## config.mk

```make
export PLATFORM = sky130hd
export DESIGN_NAME = ppi_fifo
export DESIGN_NICKNAME = d
export VERILOG_FILES = /design/src/rtl/particle_pool_integrator_core_macros.svh /design/src/rtl/ppi_fifo.sv
export SDC_FILE = /design/constraint.sdc
export NUM_CORES = 1
export LEC_CHECK = 0
export ABC_AREA = 1
export ABC_CLOCK_PERIOD_IN_PS = 2900
export BUFFER_PORTS_ARGS = -buffer_cell sky130_fd_sc_hd__buf_2
export CAP_MARGIN = 15
export CORE_MARGIN = 1.5
export CORE_UTILIZATION = 45
export DETAILED_ROUTE_END_ITERATION = 6
export GPL_ROUTABILITY_DRIVEN = 1
export PLACE_DENSITY = 0.7
export SLEW_MARGIN = 20
export SYNTH_ARGS = -nofsm -noshare
export SYNTH_HDL_FRONTEND = slang
export SYNTH_SLANG_ARGS = --single-unit
```

## constraint.sdc

```tcl
create_clock -name i_clk -period 2.9 [get_ports i_clk]
set_clock_uncertainty 0.2 [all_clocks]
set_input_delay 0.29 -clock i_clk [delete_from_list [all_inputs] [get_ports i_clk]]
set_output_delay 0.29 -clock i_clk [all_outputs]
set_load 0.05 [all_outputs]
```

## src/rtl/particle_pool_integrator_core_macros.svh

```systemverilog
// assertion macros for the particle pool integrator
`ifndef PARTICLE_POOL_INTEGRATOR_CORE_MACROS_SVH
`define PARTICLE_POOL_INTEGRATOR_CORE_MACROS_SVH

`ifndef SYNTH
// same-cycle implication
`define PPI_ASSERT_NOW(label, clk, rst_n, ante, cons, msg) \
    label: assert property (@(posedge clk) disable iff (!rst_n) (ante) |-> (cons)) \
        else $error(msg);
// next-cycle implication
`define PPI_ASSERT_NEXT(label, clk, rst_n, ante, cons, msg) \
    label: assert property (@(posedge clk) disable iff (!rst_n) (ante) |=> (cons)) \
        else $error(msg);
`else
`define PPI_ASSERT_NOW(label, clk, rst_n, ante, cons, msg)
`define PPI_ASSERT_NEXT(label, clk, rst_n, ante, cons, msg)
`endif

`endif

```

## src/rtl/ppi_fifo.sv

```systemverilog
module ppi_fifo #(
    parameter int WIDTH = 32
) (
    input  logic             i_clk,
    input  logic             i_rst_n,
    input  logic             i_push,
    input  logic [WIDTH-1:0] i_data,
    output logic             o_full,
    input  logic             i_pop,
    output logic [WIDTH-1:0] o_data,
    output logic             o_empty
);

    logic [WIDTH-1:0] r_mem [2];
    logic             r_wp;
    logic             r_rp;
    logic [1:0]       r_cnt;
    logic             do_push;
    logic             do_pop;

    assign o_full  = (r_cnt == 2'd2);
    assign o_empty = (r_cnt == 2'd0);
    assign do_push = i_push && !o_full;
    assign do_pop  = i_pop && !o_empty;
    assign o_data  = r_mem[r_rp];

    // two-entry queue
    always_ff @(posedge i_clk) begin
        if (!i_rst_n) begin
            r_wp  <= 1'b0;
            r_rp  <= 1'b0;
            r_cnt <= 2'd0;
        end else begin
            if (do_push) begin
                r_wp <= !r_wp;
            end
            if (do_pop) begin
                r_rp <= !r_rp;
            end
            if (do_push && !do_pop) begin
                r_cnt <= r_cnt + 2'd1;
            end else if (do_pop && !do_push) begin
                r_cnt <= r_cnt - 2'd1;
            end
        end
    end

    always_ff @(posedge i_clk) begin
        if (do_push) begin
            r_mem[r_wp] <= i_data;
        end
    end

endmodule

```

**After elaboration in Yosys (flattened, before gate mapping)**

Memory sizes are Yosys's and may differ from the RTL's. A register that Yosys moved wholly into a read port is not among the register bits.
Index checks and enable logic that the tools add are counted.

- Memory bits (writable): 64
- Input bits: 36
- Latch bits: 0
- Bits in registers: 4
- Bits in read-only memories: 0
- Logic and storage cells: 25
- Memories kept: 1

- Equality and inequality tests: 1
- $add $sub $neg: 2
- $mul: 0
- Bitwise gates (word level): 0
- Order comparisons: 0
- Multiplexer cells: 6
- Reduce and logical (&&, ||, !) cells: 12
- Div/mod/pow operators: 0
- Shift operators: 0

Memories:

| memory | depth | bits a word | rd ports | clocked after Yosys merged registers in | wr ports | line | source |
|---|---|---|---|---|---|---|---|
| r_mem | 2 | 32 | 1 | 1 | 1 | ppi_fifo.sv:14 | `logic [WIDTH-1:0] r_mem [2];` |

Operator list:

| kind | number |
|---|---|
| $logic_not 1->1 | 6 |
| $logic_and 1x1->1 | 4 |
| $mux 1 | 4 |
| $mux 2 | 2 |
| $add 2x1->2 const B | 1 |
| $eq 2x2->1 const B | 1 |
| $logic_not 2->1 | 1 |
| $reduce_bool 2->1 | 1 |
| $sub 2x1->2 const B | 1 |

**Depth between registers and ports, before layout**

- Depth in word-level cells: 7
- Gate-level depth with buffers: 10
- Mapped depth without buffers: 10

**Worst setup path before layout**

Ideal clock, no wire load.

- Path kind: register to register
- Start point: register r_cnt[0]
- End point: memory r_mem[1][0], enable pin
- Arrival time: 1833 ps
- Path buffers: 0
- Setup time: 421 ps
- Path slack: 446 ps
- Cell stages (with the launch flop): 3
- Data required time: 2279 ps
- Period minus slack after synthesis: 2454 ps
- Cell sequence: dfxtp_1 o21ai_2 nor2_1

- Longest elaborated chain between the ends: 5

RTL lines:

| item | line | source |
|---|---|---|
| start: declaration | ppi_fifo.sv:17 | `logic [1:0] r_cnt;` |
| start signal: assignment | ppi_fifo.sv:41 | `r_cnt <= r_cnt + 2'd1;` |
| start signal: assignment | ppi_fifo.sv:43 | `r_cnt <= r_cnt - 2'd1;` |
| $eq 2x2->1 | ppi_fifo.sv:21 | `assign o_full = (r_cnt == 2'd2);` |
| $logic_not 1->1 | ppi_fifo.sv:23 | `assign do_push = i_push && !o_full;` |
| $logic_and 1x1->1 | ppi_fifo.sv:23 |  |
| $mux 1 | ppi_fifo.sv:49 | `if (do_push) begin` |
| $mux 1 (implied by the code) | ppi_fifo.sv:50 | `r_mem[r_wp] <= i_data;` |
| end: declaration | ppi_fifo.sv:14 |  |

Every way passes these cells.

==> impl_metrics.json <==
{
  "ys_ff_latch": 69,
  "drv_cap": 0,
  "rsz0062_at_grt": "false",
  "antenna_found_initial": 0,
  "arrival_ps": 1720,
  "post_cts_buffers": 0,
  "dp_hpwl_microns": 2841,
  "max_freq_mhz": 452.8,
  "routedWlPerCell_microns": 13.72,
  "crit_required_ps": 2410,
  "yosysTopAreaCell": "edfxtp_1",
  "htreeDepth": 3,
  "nNetsFinal": 286,
  "worst_path_largest_cell_delay_ps": 590,
  "clk_latency_ps": 320,
  "status": "complete, no violations",
  "rows": 28,
  "yosysMostFrequentCell": "edfxtp_1",
  "timing.slew.headroom": 0.6475,
  "grtUsageTotal": 0.1496,
  "die_area_sq_um": 6500,
  "start_util": 0.4607,
  "period_minus_slack_ps": 2208,
  "grt_pass1_wl_microns": 6789,
  "cts-root-buf": "clkbuf_8",
  "fillCellCount": 455,
  "min_period_over_period": 0.7615,
  "syn_avg_cell_area_sq_um": 19.65,
  "endpoint_kind": "output port",
  "synthTopCellsByArea": "edfxtp_1 (71%), mux2_4 (17%), dfxtp_1 (3.7%)",
  "diodes": 0,
  "cts_sinks": 69,
  "yosysSeqAreaShare": 0.7457,
  "drt_iter0_drc": 75,
  "slew_viol_final": 0,
  "finalSetupViolations": 0,
  "synth_common_cells": "edfxtp_1 (64), mux2_4 (30), nor2_1 (11)",
  "synth-edff-count": 64,
  "synth_cells": 138,
  "syn-num-nets": 175,
  "cts_tree": "done",
  "path_max_fanout": 20,
  "ios": 70,
  "peakVddDrop_uv": 494.0,
  "area_delta_synth_final_pct": 32.63,
  "tns_ps": 0,
  "placeableCoreArea_sq_um": 5886,
  "yosysTopAreaCellShare": 0.7088,
  "syn_area_sq_um": 2711,
  "tightest_slew_ps": 527.5,
  "die_x_microns": 80.62,
  "wl_microns": 4485,
  "port_buffers": 69,
  "cts_buffers": 9,
  "drtPass1Iterations": 4,
  "synthArstFlopShare": 0,
  "grt_pass1_vias": 1495,
  "yosysWarningCount": 0,
  "drive_above_1_share": 0.4722,
  "critPathLaunchType": "register",
  "path_cells": "buf_12 > mux2_4 > buf_2",
  "leakage_nw": 1.456,
  "holdWs_ps": 35.75,
  "ys_types": 15,
  "place_congestion": 0.7319,
  "vias": 1497,
  "overflow": 0,
  "pwr_density_cell_nw_per_um2": 867.0,
  "worstSetupPathType": "reg -> out",
  "grt_max_degree": 21,
  "die_h_microns": 80.62,
  "via_per_inst": 4.578,
  "clkSlewWorstSetupHoldPaths_ps": 60,
  "hold_viol": 0,
  "cpMaxStageDelayCell": "dfxtp_2",
  "cts.path.max_buffers": 2,
  "drtAntennaViolNets": 0,
  "hold_class": "in -> reg",
  "yosys_most_used_dff": "edfxtp_1",
  "drc": 0
}
==> cell families (layout without fill, tap and decap cells) <==
family / count (synthesis) / in the layout / share of synthesized area
multiplexers: 32 / 32 / 0.1744
buffers and inverters: 13 / 127 / 0.03876
AO/OA/AOI/OAI: 4 / 4 / 0.008767
AND/OR/NAND/NOR: 19 / 19 / 0.02769
adder cells (fa/ha/maj): 1 / 1 / 0.004614
flip-flops: 69 / 69 / 0.7457
==> placed cells by master (no fill, tap or decap) <==
cell           synthesis  final
a21oi_1                1      1
nand3_1                1      1
o21ai_0                2      2
nor2_4                 0      2
dfxtp_2                0      1
clkbuf_8               0      9
buf_2                  0     69
mux2_4                30     30
dfxtp_1                5      4
nand2_1                6      6
buf_12                 3      1
o21ai_2                1      1
clkbuf_1               0      1
dlygate4sd3_1          0     32
ha_1                   1      1
mux2_2                 2      2
clkinv_1               0      2
nand4_1                1      1
edfxtp_1              64     64
buf_4                  0      2
inv_1                  9      9
clkinv_2               0      2
nor2_1                11      9
==> flip-flops by register name (all words and copies together), names as in the netlist, named ones only <==
signal / count
r_rp: 1
r_mem: 64
r_wp: 1
r_cnt: 2
==> what timing repair did <==
action                    CTS  global route
hold buffers               32             0
hold endpoints to repair   64             0
resized for setup           0             0
==> power breakdown <==
part           switching (mW)  internal, mW  total [mW]
clock network           0.307         0.292       0.599
logic                   0.783         0.399        1.18
registers              0.0747          1.26        1.34
total                    1.17          1.95        3.12
==> metrics by stage <==
step / cell area [sq um] / instances / utilization / power [mW] / worst slack, ps
3_3_place_gp: 3131 / 281 / 0.5319 / 2.504 / 994.0
5_1_grt: 3596 / 327 / 0.6110 / 3.260 / 616.6
3_5_place_dp: 3131 / 281 / 0.5319 / 2.520 / 1021
6_report: 3596 / 327 / 0.6110 / 3.118 / 691.6
4_1_cts: 3596 / 327 / 0.6110 / 3.154 / 666.2
2_1_floorplan: 2711 / 138 / - / 2.330 / 446.1
==> layout make-up <==
class                   count  area [sq um]  share of cell area
inverters                   9         33.78            0.009395
repair buffers            104         700.7              0.1949
multi-input cells          56         599.3              0.1667
flip-flops and latches     69          2023              0.5626
clock buffers              10         127.6             0.03549
clock inverters             4         17.52            0.004871
well taps                  75         93.84             0.02610
==> critical path, delay by kind of cell (launching register included) <==
kind | cells | cell delay [ps]
flip-flops | 1 | 590
buffers and inverters | 2 | 460
multiplexers | 1 | 320
==> worst paths after layout <==
kind,startpoint,to,slack [ps],depth (start not counted)
max,register,o_data[2],690,3
min,i_rst_n,r_cnt[1],40,3
max reg2reg,r_cnt[0],r_mem[1][4],1060,3
min reg2reg,r_rp,r_rp,320,2
==> routing by layer <==
metal / GRT usage / share of wire
met5: 0 / 0
met4: 0.09655 / 0.024
met3: 0.03864 / 0.041
met2: 0.2546 / 0.53
met1: 0.1647 / 0.40
(Power assumes the default switching activity.)
