[src/rtl/particle_pool_integrator_core_macros.svh]
// assertion macros for the particle pool integrator
`ifndef PARTICLE_POOL_INTEGRATOR_CORE_MACROS_SVH
`define PARTICLE_POOL_INTEGRATOR_CORE_MACROS_SVH

`ifndef SYNTH
// same-cycle implication
`define PPI_ASSERT_NOW(label, clk, rst_n, ante, cons, msg) \
    label: assert property (@(posedge clk) disable iff (!rst_n) (ante) |-> (cons)) \
        else $error(msg);
// next-cycle implication
`define PPI_ASSERT_NEXT(label, clk, rst_n, ante, cons, msg) \
    label: assert property (@(posedge clk) disable iff (!rst_n) (ante) |=> (cons)) \
        else $error(msg);
`else
`define PPI_ASSERT_NOW(label, clk, rst_n, ante, cons, msg)
`define PPI_ASSERT_NEXT(label, clk, rst_n, ante, cons, msg)
`endif

`endif

[src/rtl/ppi_pkg.sv]
package ppi_pkg;

    localparam int SLOT_COUNT_DEF = 64;
    localparam int LIVE_W         = 7;

    localparam logic [16:0] ONE_Q16 = 17'd65536;

    // result kinds
    localparam logic [1:0] KIND_EMIT = 2'd0;
    localparam logic [1:0] KIND_PART = 2'd1;
    localparam logic [1:0] KIND_NONE = 2'd2;

    // register indexes
    localparam logic [2:0] CFG_GRAVITY = 3'd0;
    localparam logic [2:0] CFG_DAMPING = 3'd1;
    localparam logic [2:0] CFG_GROW    = 3'd2;
    localparam logic [2:0] CFG_FADE    = 3'd3;

    typedef struct packed {
        logic               mode;
        logic signed [31:0] pos_x;
        logic signed [31:0] pos_y;
        logic signed [31:0] pos_z;
        logic signed [31:0] vel_x;
        logic signed [31:0] vel_y;
        logic signed [31:0] vel_z;
        logic [30:0]        life_span;
        logic [30:0]        start_size;
        logic [16:0]        base_alpha;
        logic [6:0]         emit_count;
        logic [23:0]        dt;
    } t_in_item;

    typedef struct packed {
        logic [1:0]         kind;
        logic [5:0]         slot;
        logic [6:0]         placed;
        logic signed [31:0] out_x;
        logic signed [31:0] out_y;
        logic signed [31:0] out_z;
        logic [30:0]        out_size;
        logic [16:0]        out_alpha;
        logic [6:0]         live_count;
        logic               last;
    } t_out_item;

    typedef struct packed {
        logic signed [31:0] gravity_accel;
        logic [30:0]        damping_rate;
        logic signed [31:0] size_grow_rate;
        logic               fade_enable;
    } t_cfg;

    // classified command from the front
    typedef struct packed {
        logic               is_tick;
        logic signed [31:0] pos_x;
        logic signed [31:0] pos_y;
        logic signed [31:0] pos_z;
        logic signed [31:0] vel_x;
        logic signed [31:0] vel_y;
        logic signed [31:0] vel_z;
        logic [30:0]        life;
        logic [30:0]        size;
        logic [16:0]        alpha;
        logic [6:0]         count;
        logic [23:0]        dt;
    } t_cmd;

    // one slot as held in the slot memory
    typedef struct packed {
        logic signed [31:0] px;
        logic signed [31:0] py;
        logic signed [31:0] pz;
        logic signed [31:0] vx;
        logic signed [31:0] vy;
        logic signed [31:0] vz;
        logic [31:0]        age;
        logic [30:0]        life;
        logic [30:0]        size;
        logic [16:0]        alpha;
    } t_slot_word;

    function automatic logic signed [31:0] sat32(input logic signed [47:0] v);
        logic signed [31:0] r;
        if (v > 48'sd2147483647) begin
            r = 32'sh7FFFFFFF;
        end else if (v < -48'sd2147483648) begin
            r = 32'sh80000000;
        end else begin
            r = v[31:0];
        end
        return r;
    endfunction

endpackage

[src/rtl/ppi_fifo.sv]
module ppi_fifo #(
    parameter int WIDTH = 32
) (
    input  logic             i_clk,
    input  logic             i_rst_n,
    input  logic             i_push,
    input  logic [WIDTH-1:0] i_data,
    output logic             o_full,
    input  logic             i_pop,
    output logic [WIDTH-1:0] o_data,
    output logic             o_empty
);

    logic [WIDTH-1:0] r_mem [2];
    logic             r_wp;
    logic             r_rp;
    logic [1:0]       r_cnt;
    logic             do_push;
    logic             do_pop;

    assign o_full  = (r_cnt == 2'd2);
    assign o_empty = (r_cnt == 2'd0);
    assign do_push = i_push && !o_full;
    assign do_pop  = i_pop && !o_empty;
    assign o_data  = r_mem[r_rp];

    // two-entry queue
    always_ff @(posedge i_clk) begin
        if (!i_rst_n) begin
            r_wp  <= 1'b0;
            r_rp  <= 1'b0;
            r_cnt <= 2'd0;
        end else begin
            if (do_push) begin
                r_wp <= !r_wp;
            end
            if (do_pop) begin
                r_rp <= !r_rp;
            end
            if (do_push && !do_pop) begin
                r_cnt <= r_cnt + 2'd1;
            end else if (do_pop && !do_push) begin
                r_cnt <= r_cnt - 2'd1;
            end
        end
    end

    always_ff @(posedge i_clk) begin
        if (do_push) begin
            r_mem[r_wp] <= i_data;
        end
    end

endmodule

[src/rtl/ppi_front.sv]
module ppi_front
    import ppi_pkg::*;
(
    input  logic     i_clk,
    input  logic     i_rst_n,
    input  logic     i_push,
    input  t_in_item i_item,
    output logic     o_full,
    input  logic     i_cmd_pop,
    output logic     o_cmd_valid,
    output t_cmd     o_cmd
);

    t_cmd cmd;
    logic empty;

    // classify the transaction and clamp base alpha to one
    always_comb begin
        cmd.is_tick = i_item.mode;
        cmd.pos_x   = i_item.pos_x;
        cmd.pos_y   = i_item.pos_y;
        cmd.pos_z   = i_item.pos_z;
        cmd.vel_x   = i_item.vel_x;
        cmd.vel_y   = i_item.vel_y;
        cmd.vel_z   = i_item.vel_z;
        cmd.life    = i_item.life_span;
        cmd.size    = i_item.start_size;
        cmd.alpha   = (i_item.base_alpha > ONE_Q16) ? ONE_Q16 : i_item.base_alpha;
        cmd.count   = i_item.emit_count;
        cmd.dt      = i_item.dt;
    end

    ppi_fifo #(.WIDTH($bits(t_cmd))) u_cmd_q (
        .i_clk   (i_clk),
        .i_rst_n (i_rst_n),
        .i_push  (i_push),
        .i_data  (cmd),
        .o_full  (o_full),
        .i_pop   (i_cmd_pop),
        .o_data  (o_cmd),
        .o_empty (empty)
    );

    assign o_cmd_valid = !empty;

endmodule

[config.mk]
export PLATFORM = sky130hd
export DESIGN_NAME = ppi_front
export DESIGN_NICKNAME = d
export VERILOG_FILES = /design/src/rtl/particle_pool_integrator_core_macros.svh /design/src/rtl/ppi_pkg.sv /design/src/rtl/ppi_fifo.sv /design/src/rtl/ppi_front.sv
export SDC_FILE = /design/constraint.sdc
export NUM_CORES = 1
export LEC_CHECK = 0
export BUFFER_PORTS_ARGS = -buffer_cell sky130_fd_sc_hd__buf_4
export CAP_MARGIN = 0
export CORE_AREA = 8 8 233 235
export DETAILED_ROUTE_END_ITERATION = 7
export DIE_AREA = 0 0 241 243
export PLACE_DENSITY_LB_ADDON = 0.3
export SLEW_MARGIN = 20
export SYNTH_ARGS = -nofsm -noshare
export SYNTH_HDL_FRONTEND = slang
export SYNTH_HIERARCHICAL = 1
export SYNTH_SLANG_ARGS = --single-unit
[constraint.sdc]
create_clock -name i_clk -period 15.4 [get_ports i_clk]
set_input_delay 0.77 -clock i_clk [delete_from_list [all_inputs] [get_ports i_clk]]
set_output_delay 0.77 -clock i_clk [all_outputs]
set_load 0.02 [all_outputs]
# After elaboration in Yosys (flattened, before gate mapping)
# Memory sizes are Yosys's and may differ from the RTL's. A register that Yosys moved wholly into a read port is not among the register bits.
# Cells that the tools add are included.
[op_classes]
add_sub_neg = 2
magnitude_cmp = 1
eq_ne = 1
n_mux = 7
reduce_logical = 12
[ops]
columns = ["cell", "count"]
rows = [
  ["> comparator 17 bit, second input constant", 1],
  ["two-way mux 17 bit", 1],
  ["logical NOT 1 bit", 6],
  ["logical AND 1 bit", 4],
  ["two-way mux 1 bit", 4],
  ["two-way mux 2 bit", 2],
  ["adder 2 x 1 -> 2 bit, second input constant", 1],
  ["equality test 2 bit, second input constant", 1],
  ["logical NOT 2 bit", 1],
  ["nonzero test 2 bit", 1],
  ["subtractor 2 x 1 -> 2 bit, second input constant", 1],
]
[word_totals]
reg_bits = 4
mem_bits_rw = 606
output_inout_bits = 305
wordCells = 27
n_memories = 1
[mem_list]
columns = ["name", "words", "word_bits", "rd", "rd_clocked_by_memory_dff", "wr", "line", "text"]
rows = [
  ["u_cmd_q.r_mem", 2, 303, 1, 1, 1, "ppi_fifo.sv:14", "logic [WIDTH-1:0] r_mem [2];"],
]

# Logic depth before layout (Yosys ltp)
[depth]
ltp_word = 7
mapped_depth = 7

# Cells and area by module
# Netlist, hierarchy kept.
[by_module_without_submodules]
columns = ["module", "n_inst", "cells_per_inst", "area_per_inst_um2", "seq_area_each_um2"]
rows = [
  ["ppi_fifo", 1, 968, 23228.5, 18297.5],
  ["ppi_front", 1, 24, 209.0, 0.0],
]

# Least setup slack after synthesis
# OpenSTA, ideal clock, no wires.
[synth_path]
path_kind = "in2reg"
start = "input port i_push"
end = "register u_cmd_q.r_wp"
t_arrival_ns = 13.273
setup_slack_ns = 2.016
stages = 3
n_path_buf = 0
path_cell_list = "inv_1 > nor3_2 > o21a_1"
[synth_via]
elab_chain_cells = 1
[synth_lines]
columns = ["element", "line", "text"]
rows = [
  ["start, declared", "ppi_front.sv:6", "input logic i_push,"],
  ["logical AND 1 bit", "ppi_fifo.sv:23", "assign do_push = i_push && !o_full;"],
  ["end signal, assigned", "ppi_fifo.sv:35", "r_wp <= !r_wp;"],
  ["end, declared", "ppi_fifo.sv:15", "logic r_wp;"],
]
# Every way passes these cells.
# A chain may end at the register's enable or synchronous reset.

==> impl_metrics.json <==
{
  "die_h_um": 243,
  "drive_gt1_frac": 0.597,
  "synth_area_leader_cell": "edfxtp_1",
  "seq_area_mm2": 0.0183,
  "pwr-share-seq": 0.416,
  "hold_viol": 0,
  "dp_hpwl_um": 39100,
  "synthTopCellsByCount": "edfxtp_1, mux2_4, mux2_2, buf_6, nor2b_1",
  "clock_sinks": 611,
  "clk_pin_slew_ps": 60,
  "antenna_found_initial": 8,
  "path_class": "flip-flop to output pin",
  "grt_use_total": 0.178,
  "die_x_um": 241,
  "drv_slew": 0,
  "ir_drop_uv": 147,
  "r2r_setup_slack_ps": 11750,
  "cts_tree": "yes",
  "port_buffers": 611,
  "power_density_mw_per_mm2": 171,
  "place.gp.congestion": 0.787,
  "first_global_vias": 12200,
  "io_pins": 612,
  "core_mm2": 0.0507,
  "ys_top_cells_by_area": "edfxtp_1, mux2_4, mux2_2",
  "finalCritPeriodShare": 0.247,
  "grt_pass1_wl_um": 78000,
  "dieArea_mm2": 0.0586,
  "path_max_fanout": 139,
  "worstRegToRegCells": 5,
  "clockBufferDepth": 3,
  "post-synth-top-count-cell": "edfxtp_1",
  "post-route-min-period_ps": 3810,
  "vias_per_cell": 4.83,
  "drtIter0Drc": 581,
  "gr-total-overflow": 0,
  "r2r_start": "u_cmd_q/r_cnt[0]",
  "crit_end": "o_cmd[297]",
  "syn-num-nets": 1300,
  "area_growth_pct": 29.8,
  "postCtsSetupBuffers": 0,
  "ys_warn_count": 6,
  "multi_input_area_mm2": 0.00476,
  "wl_um": 54600,
  "cap_violations": 0,
  "syn_area_mm2": 0.0234,
  "yosysUniqueCellTypes": 28,
  "syn_inst": 992,
  "htree_levels": 2,
  "ys.flop_type": "edfxtp_1",
  "cts_resized": 0,
  "async_flop_share": 0,
  "run_status": "complete, no violations",
  "synth_area_per_cell_um2": 23.6,
  "p_sw_uw": 1530,
  "drc": 0,
  "end_kind": "output pin",
  "nFillCells": 3706,
  "setup_viol": 0,
  "synth_top_area_share": 0.776,
  "hp-class": "input pin to flip-flop",
  "finalHoldWorstSlack_ps": 350,
  "share_comb_of_total_power": 0.327,
  "critPathRequiredTime_ps": 14630,
  "ys_ff_latch": 611,
  "synth_edf_count": 606,
  "wire_per_inst_um": 23.1,
  "postCtsHoldBufs": 0,
  "pwr-share-clk": 0.257,
  "rsz0062_at_grt": "no",
  "tns_ps": 0,
  "clock_tree.root_cell": "clkbuf_16",
  "reg2reg_to": "u_cmd_q/r_mem[0][132]",
  "max_freq_mhz": 262,
  "vias": 11400,
  "nets": 1946,
  "start_util": 0.462,
  "p_leak_uw": 0.0117,
  "switching_share": 0.295,
  "ys_seq_area_frac": 0.781,
  "insertion_delay_ps": 600,
  "ant_nets": 0,
  "cts_inserted_buffers": 59,
  "drt_pass1_iterations": 4,
  "fin_skew_ps": 11.8,
  "grt_max_degree": 149,
  "cp-start-kind": "flip-flop",
  "tightest_slew_ps": 1280,
  "cp_data_arrival_time_ps": 3040,
  "internal_power_uw": 3670,
  "slew_headroom": 0.144,
  "num_rows": 83
}
[per-layer routing]
metal / up-vias / share of wire / global-route usage
li1: 5254 / - / -
met1: 5683 / 0.35 / 0.188
met2: 412 / 0.52 / 0.313
met3: 82 / 0.11 / 0.0814
met4: 6 / 0.026 / 0.0560
met5: - / 0.00075 / 0
[per-stage QoR]
stage | power [uW] | util | area [um^2] | cells | setup WS [ps]
2_1_floorplan | 3370 | - | 23400 | 992 | 2020
3_3_place_gp | 3900 | 0.565 | 28600 | 2257 | 11540
3_5_place_dp | 3910 | 0.565 | 28600 | 2257 | 11490
4_1_cts | 5260 | 0.600 | 30400 | 2364 | 11600
5_1_grt | 5390 | 0.600 | 30400 | 2367 | 11510
6_report | 5200 | 0.600 | 30400 | 2369 | 11590
[worst min path at each step]
stage	startpoint	to	slack, ps	cells past startpoint
finish	i_item[8]	u_cmd_q/r_mem[0][8]	350	1
global route	i_item[8]	u_cmd_q/r_mem[0][8]	310	1
CTS	i_item[214]	u_cmd_q/r_mem[1][214]	300	1
detailed placement	u_cmd_q/r_cnt[1]	u_cmd_q/r_cnt[1]	530	2
global placement	u_cmd_q/r_cnt[1]	u_cmd_q/r_cnt[1]	490	2
floorplan	u_cmd_q/r_cnt[1]	u_cmd_q/r_cnt[1]	480	2
[cell type report]
cell class	instances	area share
inverters	4	0.000494
multi-input cells	342	0.157
well taps	680	0.0280
flip-flops and latches	611	0.602
repair buffers	620	0.154
diodes	5	0.000411
clock buffers	76	0.0513
clock inverters	31	0.00744
[cell usage in the layout (no fill, tap or decap), drive strengths merged, types with 2 or more instances in the layout]
cell type	instances
buf	620
diode	5
clkinv	27
inv	5
nor2b	16
and2	3
nor2	2
nor4	4
xnor2	2
edfxtp	606
dfxtp	5
o21ai	2
clkbuf	76
a21boi	2
bufinv	3
mux2	303
[power groups by stage]
stage | logic, uW | clock network [uW] | registers [uW]
6_report | 1700 | 1340 | 2160
5_1_grt | 1780 | 1430 | 2180
4_1_cts | 1720 | 1370 | 2170
3_5_place_dp | 1710 | 0 | 2200
3_3_place_gp | 1710 | 0 | 2190
2_1_floorplan | 1110 | 0 | 2260
[kinds of logic after synthesis]
| family | synth area share |
|---|---|
| flops | 0.781 |
| mux | 0.189 |
| compound gates | 0.00256 |
| buf+inv | 0.0167 |
| fa+ha+maj | 0.000534 |
| xor+xnor | 0.00112 |
| simple gates | 0.00961 |
[registers in the layout, indices dropped and copies added (netlist names), named ones only]
name,flops
u_cmd_q/r_wp,1
u_cmd_q/r_mem,606
u_cmd_q/r_cnt,2
u_cmd_q/r_rp,1
[critical path, stage by stage, from the launching register on]
cell and delay (ps):
dfxtp_4 830, buf_12 610, mux2_2 430, buf_4 160
(Power assumes the default switching activity.)
